--- src/hdl/atab_pkg.sv ---
// Shared types and constants for the address range table.
// Depends on nothing; used by atab_ctrl, atab_dp and the top level.
package atab_pkg;

  typedef enum logic [2:0] {
    OP_FIND   = 3'd0,
    OP_INSERT = 3'd1,
    OP_REMOVE = 3'd2,
    OP_SPLIT  = 3'd3,
    OP_GAP    = 3'd4
  } op_e;

  typedef enum logic [3:0] {
    ST_IDLE,
    ST_START,
    ST_RD,
    ST_EV,
    ST_NEXT,
    ST_FREE,
    ST_WNEW,
    ST_WMOD,
    ST_GCHK,
    ST_GDEC,
    ST_OUT
  } st_e;

  localparam logic [31:0] GAP_LIMIT_RST   = 32'h4000_0000;
  localparam logic [31:0] NEXT_SEARCH_RST = 32'h2000_0000;
  localparam logic [26:0] PAGES_MAX       = 27'h7FF_FFFF;

  typedef struct packed {
    logic [2:0]  mode;
    logic [31:0] range_start;
    logic [31:0] range_end;
    logic [31:0] lookup_addr;
    logic [31:0] request_length;
    logic [31:0] area_flags;
    logic [7:0]  area_type;
  } item_t;

  typedef struct packed {
    logic        status;
    logic [31:0] hit_start;
    logic [31:0] hit_end;
    logic [31:0] hit_flags;
    logic [7:0]  hit_type;
    logic [26:0] removed_pages;
    logic [31:0] free_address;
    logic [6:0]  area_count;
    logic [31:0] mapped_bytes;
  } result_t;

  typedef struct packed {
    logic load;
    logic eval;
    logic idx_next;
    logic idx_clr;
    logic free_step;
    logic wr_new;
    logic wr_mod;
    logic gap_dec;
    logic set_ok;
    logic out_load;
  } cmd_t;

  typedef struct packed {
    logic [2:0] op;
    logic       range_ok;
    logic       len_ok;
    logic       hit;
    logic       at_start;
    logic       rm_write;
    logic       punch;
    logic       last;
    logic       free_found;
    logic       free_last;
    logic       gap_stop;
    logic       ovl;
    logic       out_busy;
  } sts_t;

endpackage

--- src/hdl/atab_ctrl.sv ---
// Sequencer for the address range table.
// Uses atab_pkg; drives commands to atab_dp and reads its status.
module atab_ctrl (
  input  logic           clk_i,
  input  logic           rst_ni,
  input  logic           in_valid_i,
  output logic           in_ready_o,
  input  atab_pkg::sts_t sts_i,
  output atab_pkg::cmd_t cmd_o
);
  import atab_pkg::*;

  st_e state_q, state_d;

  always_ff @(posedge clk_i or negedge rst_ni) begin
    if (!rst_ni) begin
      state_q <= ST_IDLE;
    end else begin
      state_q <= state_d;
    end
  end

  always_comb begin
    state_d = state_q;
    case (state_q)
      ST_IDLE: begin
        if (in_valid_i) state_d = ST_START;
      end
      ST_START: begin
        case (sts_i.op)
          OP_FIND, OP_SPLIT: state_d = ST_RD;
          OP_REMOVE: state_d = sts_i.range_ok ? ST_RD : ST_OUT;
          OP_INSERT: state_d = sts_i.range_ok ? ST_FREE : ST_OUT;
          OP_GAP:    state_d = sts_i.len_ok ? ST_GCHK : ST_OUT;
          default:   state_d = ST_OUT;
        endcase
      end
      ST_RD: state_d = ST_EV;
      ST_EV: begin
        case (sts_i.op)
          OP_FIND:   state_d = sts_i.hit ? ST_OUT : ST_NEXT;
          OP_SPLIT:  state_d = sts_i.hit ? (sts_i.at_start ? ST_OUT : ST_FREE) : ST_NEXT;
          OP_REMOVE: state_d = sts_i.rm_write ? ST_WMOD : ST_NEXT;
          default:   state_d = ST_NEXT;
        endcase
      end
      ST_NEXT: begin
        if (sts_i.last) begin
          state_d = (sts_i.op == OP_GAP) ? ST_GDEC : ST_OUT;
        end else begin
          state_d = ST_RD;
        end
      end
      ST_FREE: begin
        if (sts_i.free_found) begin
          state_d = ST_WNEW;
        end else if (sts_i.free_last) begin
          state_d = (sts_i.op == OP_REMOVE) ? ST_NEXT : ST_OUT;
        end
      end
      ST_WNEW: begin
        case (sts_i.op)
          OP_INSERT: state_d = ST_OUT;
          OP_SPLIT:  state_d = ST_WMOD;
          default:   state_d = ST_NEXT;
        endcase
      end
      ST_WMOD: begin
        case (sts_i.op)
          OP_SPLIT: state_d = ST_OUT;
          default:  state_d = sts_i.punch ? ST_FREE : ST_NEXT;
        endcase
      end
      ST_GCHK: state_d = sts_i.gap_stop ? ST_OUT : ST_RD;
      ST_GDEC: state_d = sts_i.ovl ? ST_GCHK : ST_OUT;
      ST_OUT: begin
        if (!sts_i.out_busy) state_d = ST_IDLE;
      end
      default: state_d = ST_IDLE;
    endcase
  end

  always_comb begin
    cmd_o      = '0;
    in_ready_o = 1'b0;
    case (state_q)
      ST_IDLE: begin
        in_ready_o = 1'b1;
        cmd_o.load = in_valid_i;
      end
      ST_START: cmd_o.set_ok = (sts_i.op == OP_REMOVE) && sts_i.range_ok;
      ST_EV: begin
        cmd_o.eval   = 1'b1;
        cmd_o.set_ok = sts_i.hit && ((sts_i.op == OP_FIND) ||
                                     ((sts_i.op == OP_SPLIT) && sts_i.at_start));
      end
      ST_NEXT: cmd_o.idx_next = !sts_i.last;
      ST_FREE: cmd_o.free_step = 1'b1;
      ST_WNEW: begin
        cmd_o.wr_new = 1'b1;
        cmd_o.set_ok = (sts_i.op == OP_INSERT);
      end
      ST_WMOD: begin
        cmd_o.wr_mod = 1'b1;
        cmd_o.set_ok = (sts_i.op == OP_SPLIT);
      end
      ST_GCHK: cmd_o.idx_clr = !sts_i.gap_stop;
      ST_GDEC: begin
        cmd_o.gap_dec = 1'b1;
        cmd_o.set_ok  = !sts_i.ovl;
      end
      ST_OUT: cmd_o.out_load = !sts_i.out_busy;
      default: ;
    endcase
  end
endmodule

--- config.mk ---
export PLATFORM = sky130hd
export DESIGN_NAME = atab_ctrl
export DESIGN_NICKNAME = d
export VERILOG_FILES = /design/src/hdl/atab_pkg.sv /design/src/hdl/atab_ctrl.sv
export SDC_FILE = /design/constraint.sdc
export NUM_CORES = 1
export LEC_CHECK = 0
export BUFFER_PORTS_ARGS = -buffer_cell sky130_fd_sc_hd__buf_2
export CAP_MARGIN = 20
export CORE_MARGIN = 5
export CORE_UTILIZATION = 35
export CTS_CLUSTER_DIAMETER = 40
export DETAILED_ROUTE_END_ITERATION = 7
export SETUP_SLACK_MARGIN = 0.02
export SYNTH_ARGS = -nofsm -noshare
export SYNTH_HDL_FRONTEND = slang
export SYNTH_SLANG_ARGS = --single-unit
--- constraint.sdc ---
create_clock -name clk_i -period 4.1 [get_ports clk_i]
set_input_delay 0 -clock clk_i [delete_from_list [all_inputs] [get_ports clk_i]]
set_output_delay 0 -clock clk_i [all_outputs]
set_load 0.02 [all_outputs]
## Word level (Yosys, flattened, before mapping)

Index checks and enable logic that the tools add are counted.

- Register bits after elaboration: 4

- Reductions and logical operators: 12
- Eq/ne operators: 17
- Mux-type cells: 33

Operator list:

| operator | number |
|---|---|
| $mux W4 | 13 |
| $pmux W4 S11 | 1 |
| $eq A4 B3 Y1 const B | 4 |
| $pmux W4 S4 | 1 |
| $eq A4 B4 Y1 const B | 3 |
| $pmux W4 S3 | 1 |
| $mux W1 | 11 |
| $eq A4 B2 Y1 const B | 2 |
| $mux W2 | 4 |
| $pmux W4 S2 | 1 |
| $eq A3 B2 Y1 const B | 2 |
| $pmux W1 S5 | 1 |
| $eq A4 B1 Y1 const B | 1 |
| $logic_not A1 Y1 | 4 |
| $logic_not A4 Y1 | 1 |
| $ne A2 B2 Y1 const B | 2 |
| $eq A3 B1 Y1 const B | 1 |
| $eq A3 B3 Y1 const B | 1 |
| $logic_and A1 B1 Y1 | 3 |
| $logic_not A3 Y1 | 1 |
| $ne A3 B3 Y1 const B | 1 |
| $reduce_and A3 Y1 | 1 |
| $reduce_or A2 Y1 | 1 |
| $logic_or A1 B1 Y1 | 1 |

## Longest topological paths before layout

Gate-level depths: netlist (run 1).

- Depth in word-level cells: 5
- Depth in mapped cells: 7
- Depth with buffers taken out: 5

## Worst setup path after synthesis (run 1)

Ideal clock, no wire load.

- Kind: reg-to-output
- From: reg state_q[3]
- To: out cmd_o[9] (netlist name)
- Stages on the path, launching flop included: 4
- Buffers on the path: 1
- Arrival: 1691 ps
- Setup slack: 2409 ps
- Required time: 4100 ps
- Cell sequence: dfrtp_1 -> clkbuf_2 -> nor4_1 -> and2_1

RTL lines:

| element | RTL line | RTL |
|---|---|---|
| start: declaration | atab_ctrl.sv:13 | `st_e state_q, state_d;` |
| start signal: assignment | atab_ctrl.sv:19 | `state_q <= state_d;` |
| end: declaration | atab_ctrl.sv:9 | `output atab_pkg::cmd_t cmd_o` |

==> results.toml, run 1 <==
[global_route]
antenna_found_initial = 0
grt_pass1_vias = 846
grt_start_max_net_pins = 21
wire_length_of_the_first_global_routing_pass_um = 4112
global_route.overflow_total = 0
grt_usage_pct = 15.86

[sta]
timing.final.setup_violations = 0
tightest_pin_transition_ps = 495.6
min_period_over_period_pct = 51.29
drv_slew = 0
max_slew_margin_pct = 66.96
finalClockSkew_ps = 3.483
post-route-min-period_ps = 2103
achievable-frequency_mhz = 475.5
rsz0062_at_grt = "no"
timing.final.hold_violations = 0
setup_total_negative_slack_ps = 0
fin_worst_hold_slack_ps = 94.62

[route]
routed_via_density = 6.038
drcViolationCount = 0
first_iter_violations = 72
drtPass1Iterations = 4
detail_route.wl_per_cell_um = 15.30
num_vias = 948
postRouteWirelength_um = 2402
ant_nets = 0

[place]
last_weighted_congestion_value_of_the_routability_driven_placer = 0.8828
io_buffer_count = 28
numPlacedInstances = 152
hpwl_detailed_um = 1840

[cells_and_area]
final_core_utilization_pct = 45.25
fillers = 232
nets = 150
top_regs = "state_q: 4 flops"
post_layout_instance_count_excluding_filler_cells = 157
final_layout_size_suffix_gt1_share_pct = 27.69
largest_register_ffs = 4
area_growth_pct = 21.27
n_antenna_cell = 0
registers.top_by_ff_count = "state_q"

[logic_synthesis]
synth-seq-area-share_pct = 13.40
synth_top_area_cell = "dfrtp_1"
synth_cell_types = 39
syn-cell-area_sq_um = 747.0
ys_ff_latch = 4
yosys-top-cells-area = "dfrtp_1, nor2_1, o21ai_0, nand2b_1, nand3_1"
yosys.area.top_type_share_pct = 13.40
yosysWarningCount = 0
synth_fp_nets = 124
avgSynthCellArea_sq_um = 7.047
syn_inst = 106

[floorplan]
die_height_um = 56.20
placeableCoreArea_sq_mm = 0.002002
floorplan.die.width_um = 56.20
start_util_pct = 37.31
die_outline_area_sq_mm = 0.003158
ioPinCount = 29
rows = 16

[critical_path]
crit_path_start_kind = "flip-flop"
cell_with_the_biggest_individual_delay_on_the_critical_path = "dfrtp_1"
timing.critical_path.cells = "nand2b_1 > or4b_1 > o21ai_0 > or3_1 > buf_2"
crit_fanout = 17
worst_setup_path_end_kind = "output port"
slowest_delay_ps = 640
critPathBufInv = 1
critical_path.top_delay_family = "simple AND/OR/NAND/NOR gates"
worst_ep_required_time_ps = 4100
timing_worst_setup_path_type = "reg -> out"
cp_data_arrival_time_ps = 2100

[outcome]
outcome = "finished clean"

[clock_tree]
cts-htree-levels = 1
cts_made_buffers = 3
post_cts.repair.setup_buffers = 0
root_buffer_cell = "clkbuf_4"
cts_num_sinks = 4
worst_setup_hold_path_clk_slew_ps = 40
cts_resized = 0
cts_tree = "built"
cts_hold_buffers = 2
clock_tree.buffer_depth = 2
worst_skew_pair.late_latency_ps = 240

[power]
p_total_mw = 0.4355
p_leak_nw = 0.3842
power_per_cell_area_mw_per_mm2 = 480.7
ir_drop_mv = 0.1952

[worst_hold_path]
worst_hold_path_type = "in -> async"

[run]
max-cap-violations = 0
cells in the final DEF (no fill, tap or decap), types with 2 or more instances in the layout:
master         instances
a211oi_1               4
a21boi_0               2
a21oi_1                6
a22oi_1                4
a31oi_1                2
and2_1                 2
and4bb_2               2
buf_2                 28
clkbuf_4               3
dfrtp_1                4
dlygate4sd3_1          2
inv_1                  4
mux2i_1                2
nand2b_1               6
nand3_1                7
nand3b_1               4
nor2_1                13
nor3_1                 3
nor4_1                 2
nor4b_2                2
o21ai_0                8
o21ai_1                2
o31ai_1                3
or3_1                  2
Yosys cell counts, drive strengths merged:
master / number
a211oi: 4
a21boi: 2
a21oi: 6
a22oi: 4
a31oi: 2
a41oi: 1
and2: 2
and3: 1
and3b: 1
and4: 1
and4b: 1
and4bb: 2
buf: 6
clkbuf: 3
dfrtp: 4
inv: 4
mux2i: 2
nand2: 1
nand2b: 6
nand3: 7
nand3b: 4
nor2: 13
nor2b: 2
nor3: 3
nor4: 2
nor4b: 2
o21a: 1
o21ai: 10
o221ai: 1
o2bb2ai: 1
o311ai: 1
o31ai: 3
or3: 2
or4b: 1
final timing paths:
kind / startpoint / cells past startpoint / slack, ps / end
max: state_q[1] / 5 / 2000 / cmd_o[1]
min: rst_ni / 2 / 90 / state_q[0]
max reg2reg: state_q[1] / 5 / 2160 / state_q[3]
min reg2reg: state_q[2] / 2 / 860 / state_q[2]
max in group asynchronous: rst_ni / 2 / 3880 / state_q[1]
min in group clk_i: sts_i[14] / 2 / 110 / state_q[2]
power by group:
group	internal [mW]	switching [mW]	leakage (nW)
clock	0.0330	0.0201	0.0138
sequential	0.0553	0.0600	0.0513
combinational	0.116	0.151	0.319
total	0.204	0.231	0.384
cells by family (layout without fill, tap and decap cells):
| kind of cell | after synthesis | count (layout) | synth area share, % |
|---|---|---|---|
| and+or+nand+nor | 51 | 51 | 43.05 |
| AOI/OAI and AO/OA | 36 | 36 | 31.16 |
| buffers and inverters | 13 | 37 | 9.714 |
| DFF | 4 | 4 | 13.40 |
| muxes | 2 | 2 | 2.680 |
final cells by class:
cell class | instances | area, sq um | area share (%)
clock buffer | 3 | 22.52 | 2.486
inverter | 4 | 15.01 | 1.657
multi-input combinational | 89 | 574.3 | 63.40
sequential | 4 | 100.1 | 11.05
tap | 27 | 33.78 | 3.729
timing repair buffer | 30 | 160.2 | 17.68
metrics by stage:
| stage | setup WS [ps] | instance area [sq um] |
|---|---|---|
| 2_1_floorplan | 2409 | 747.0 |
| 3_3_place_gp | 2225 | 863.3 |
| 3_5_place_dp | 2218 | 863.3 |
| 4_1_cts | 2043 | 905.9 |
| 5_1_grt | 1895 | 905.9 |
| 6_report | 1997 | 905.9 |
per-layer routing:
| layer | global-route usage [%] | vias to the layer above | wire length [um] |
|---|---|---|---|
| li1 | - | 453 | - |
| met1 | 22.07 | 427 | 986 |
| met2 | 23.54 | 64 | 1084 |
| met3 | 4.176 | 4 | 290 |
| met4 | 5.085 | 0 | 42 |
| met5 | 0 | - | 0 |
No activity file was read; power rests on OpenSTA's default activity.
==> run 2: changes to the inputs <==
- clock period: 4.1 -> 2.2 ns (I/O delays scaled with it)
==> results.toml, run 2 (synthesis gave the netlist of run 1 again) <==
[global_route]
global_route.overflow_total = 0
wire_length_of_the_first_global_routing_pass_um = 3912
grt_start_max_net_pins = 21
antenna_found_initial = 0
grt_pass1_vias = 858
grt_usage_pct = 14.81

[place]
hpwl_detailed_um = 1760
last_weighted_congestion_value_of_the_routability_driven_placer = 0.9128
numPlacedInstances = 153
post-place-ws_ps = 388.0
io_buffer_count = 28

[floorplan]
die_outline_area_sq_mm = 0.003158
ioPinCount = 29
floorplan.die.width_um = 56.20
start_util_pct = 37.31
die_height_um = 56.20
placeableCoreArea_sq_mm = 0.002002
rows = 16

[cells_and_area]
post_layout_instance_count_excluding_filler_cells = 158
final_layout_size_suffix_gt1_share_pct = 28.24
final_cell_mix = "buf_2, nor2_1, o21ai_0, nand3_1"
nets = 151
top_regs = "state_q: 4 flops"
registers.top_by_ff_count = "state_q"
area_growth_pct = 22.28
n_antenna_cell = 0
largest_register_ffs = 4
commonest_non_fill_non_tap_cell_in_the_layout = "buf_2"

[sta]
rsz0062_at_grt = "no"
fin_worst_hold_slack_ps = 101.4
achievable-frequency_mhz = 500.8
max_slew_margin_pct = 66.64
drv_slew = 0
worst_slack_ps = 203.3
timing.final.setup_violations = 0
timing.final.hold_violations = 0
tightest_pin_transition_ps = 500.4
min_period_over_period_pct = 90.76
post-route-min-period_ps = 1997
setup_total_negative_slack_ps = 0
finalClockSkew_ps = 0.2560

[clock_tree]
post_cts.repair.setup_buffers = 0
clock_tree.buffer_depth = 2
cts-htree-levels = 1
worst_skew_pair.late_latency_ps = 230
cts_tree = "built"
cts_num_sinks = 4
cts_made_buffers = 3
root_buffer_cell = "clkbuf_4"
worst_setup_hold_path_clk_slew_ps = 40

[critical_path]
cell_with_the_biggest_individual_delay_on_the_critical_path = "dfrtp_1"
regToRegStartpoint = "state_q[1]"
critical_path.top_delay_family = "simple AND/OR/NAND/NOR gates"
cp_data_arrival_time_ps = 2000
crit_fanout = 17
r2r-end = "state_q[3]"
register_to_register_path_depth = 5
timing.critical_path.cells = "nand2b_1 > or4b_1 > o21ai_0 > or3_1 > buf_2"
crit_path_start_kind = "flip-flop"
critPathBufInv = 1
worst_setup_path_end_kind = "output port"
worst_ep_required_time_ps = 2200
setup_slack_on_the_worst_flop_to_flop_path_ps = 360
timing_worst_setup_path_type = "reg -> out"
startpoint_of_the_most_critical_setup_path = "state_q[1]"
slowest_delay_ps = 640

[route]
ant_nets = 0
postRouteWirelength_um = 2278
routed_via_density = 5.747
first_iter_violations = 49
detail_route.wl_per_cell_um = 14.42
drtPass1Iterations = 4
num_vias = 908
drcViolationCount = 0

[worst_hold_path]
worst_hold_path_type = "in -> async"

[power]
p_total_mw = 0.8039
ir_drop_mv = 0.3282
p_leak_nw = 0.3896
power_per_cell_area_mw_per_mm2 = 880.2

[run]
max-cap-violations = 0

[outcome]
outcome = "finished clean"
==> run 2: metal layers <==
layer,GRT usage (%),wire length (um),up-vias
met2,21.70,1046,46
li1,-,-,454
met1,21.66,1044,404
met3,2.320,176,4
met5,0,0,-
met4,5.085,10,0
==> run 2: how the worst max path moves through the flow <==
stage            endpoint  slack, ps  cells after the start
4_1_cts          cmd_o[1]        210                      5
5_1_grt          cmd_o[1]         70                      5
3_5_place_dp   state_q[3]        390                      5
6_report         cmd_o[1]        200                      5
2_1_floorplan    cmd_o[9]        510                      3
3_3_place_gp   state_q[3]        410                      5
==> run 2: per-stage QoR <==
| step | area, sq um | util [%] |
|---|---|---|
| after detailed placement | 870.8 | 43.50 |
| after CTS | 913.4 | 45.63 |
| after global placement | 870.8 | 43.50 |
| final | 913.4 | 45.63 |
| after global routing | 913.4 | 45.63 |
| after floorplan | 747.0 | - |
==> run 2: timing repair <==
| item | in CTS | in global routing |
|---|---|---|
| resized for setup | 0 | 0 |
| endpoints found under the hold margin | 5 | 0 |
| hold buffers | 2 | 0 |
==> run 2: final cells by class <==
class	instances	area, sq um
fill	220	1089
multi-input combinational	89	574.3
timing repair buffer	31	167.7
sequential	4	100.1
tap	27	33.78
clock buffer	3	22.52
inverter	4	15.01
==> run 2: report_power, final <==
group	internal, mW	leakage (nW)	total (mW)	switching, mW
logic	0.220	0.325	0.495	0.275
clock network	0.0610	0.0138	0.0912	0.0301
registers	0.103	0.0513	0.217	0.114
==> run 3: changes to the inputs <==
- CTS_BUF_LIST: not set -> sky130_fd_sc_hd__clkbuf_8 sky130_fd_sc_hd__clkbuf_16
==> results.toml, run 3 (synthesis gave the netlist of run 1 again) <==
[sta]
max_slew_margin_pct = 66.49
setup_total_negative_slack_ps = 0
finalClockSkew_ps = 0.9833
rsz0062_at_grt = "no"
tightest_pin_transition_ps = 502.6
achievable-frequency_mhz = 504.6
min_period_over_period_pct = 90.08
fin_worst_hold_slack_ps = 12.88
drv_slew = 0
post-route-min-period_ps = 1982
timing.final.hold_violations = 0
worst_slack_ps = 218.3
timing.final.setup_violations = 0

[power]
p_leak_nw = 0.3932
ir_drop_mv = 0.3287
power_per_cell_area_mw_per_mm2 = 941.6
p_total_mw = 0.8682

[clock_tree]
post_cts.repair.setup_buffers = 0
cts-htree-levels = 1
worst_setup_hold_path_clk_slew_ps = 30
worst_skew_pair.late_latency_ps = 220
cts_made_buffers = 3
root_buffer_cell = "clkbuf_8"
cts_tree = "built"
clock_tree.buffer_depth = 2
cts_num_sinks = 4

[critical_path]
timing_worst_setup_path_type = "reg -> out"
critical_path.top_delay_family = "simple AND/OR/NAND/NOR gates"
register_to_register_path_depth = 5
setup_slack_on_the_worst_flop_to_flop_path_ps = 310
worst_ep_required_time_ps = 2200
crit_fanout = 17
worst_setup_path_end_kind = "output port"
slowest_delay_ps = 640
worstSetupPathDepth = 5
cp_data_arrival_time_ps = 1980
crit_path_start_kind = "flip-flop"
r2r-end = "state_q[3]"
cell_with_the_biggest_individual_delay_on_the_critical_path = "dfrtp_1"
critPathBufInv = 1
regToRegStartpoint = "state_q[1]"
timing.critical_path.cells = "nand2b_1 > or4b_1 > o21ai_0 > or3_1 > buf_2"

[worst_hold_path]
hold_end = "state_q[0]"
count_of_cells_along_the_worst_hold_path = 2
worst_hold_path_type = "in -> reg"
worst_hold_startpoint = "sts_i[3]"

[global_route]
wire_length_of_the_first_global_routing_pass_um = 3891
grt_pass1_vias = 852
global_route.overflow_total = 0
grt_usage_pct = 14.67
grt_start_max_net_pins = 21
antenna_found_initial = 0

[cells_and_area]
post_layout_instance_count_excluding_filler_cells = 157
top_regs = "state_q: 4 flops"
area_growth_pct = 23.45
final_cell_mix = "buf_2, nor2_1, o21ai_0, nand3_1"
final_layout_size_suffix_gt1_share_pct = 28.46
largest_register_ffs = 4
final_area_sq_um = 922.1
fillers = 214
nets = 150
final_core_utilization_pct = 46.06
commonest_non_fill_non_tap_cell_in_the_layout = "buf_2"
registers.top_by_ff_count = "state_q"
n_antenna_cell = 0

[route]
drcViolationCount = 0
first_iter_violations = 51
num_vias = 906
drtPass1Iterations = 4
detail_route.wl_per_cell_um = 14.68
routed_via_density = 5.771
ant_nets = 0
postRouteWirelength_um = 2304

[place]
post-place-ws_ps = 388.0
last_weighted_congestion_value_of_the_routability_driven_placer = 0.9128
hpwl_detailed_um = 1760
io_buffer_count = 28
dpl_cell_area_sq_um = 870.8
numPlacedInstances = 153

[floorplan]
rows = 16
ioPinCount = 29
die_height_um = 56.20
start_util_pct = 37.31
floorplan.die.width_um = 56.20
placeableCoreArea_sq_mm = 0.002002
die_outline_area_sq_mm = 0.003158

[run]
max-cap-violations = 0

[outcome]
outcome = "finished clean"
## run 3: power by group
group	internal (mW)	switching, mW
sequential	0.103	0.114
combinational	0.219	0.276
clock	0.117	0.0388
## run 3: how the worst max path moves through the flow
stage / slack [ps] / end / start
after floorplan: 510 / cmd_o[9] / state_q[3]
after global routing: 90 / cmd_o[1] / state_q[1]
after global placement: 410 / state_q[3] / state_q[1]
final: 220 / cmd_o[1] / state_q[1]
after CTS: 240 / cmd_o[1] / state_q[3]
after detailed placement: 390 / state_q[3] / state_q[1]
## run 3: repair_timing
item	in CTS	in global routing
gates resized for setup	0	0
hold buffers	1	0
endpoints found under the hold margin	4	0
setup endpoints to repair	0	0
## run 3: final cells by class
| type | count | area (sq um) | share of cell area (%) |
|---|---|---|---|
| multi-input cells | 89 | 574.3 | 62.28 |
| repair buffers | 30 | 157.7 | 17.10 |
| flip-flops and latches | 4 | 100.1 | 10.85 |
| clock buffers | 3 | 41.29 | 4.478 |
| well taps | 27 | 33.78 | 3.664 |
| inverters | 4 | 15.01 | 1.628 |
## run 3: routing by layer
metal / share of wire, % / up-vias / track usage, %
met3: 8.0 / 2 / 2.088
met1: 45 / 400 / 21.79
met4: 0.82 / 0 / 4.068
li1: - / 450 / -
met2: 46 / 54 / 21.70
met5: 0 / - / 0
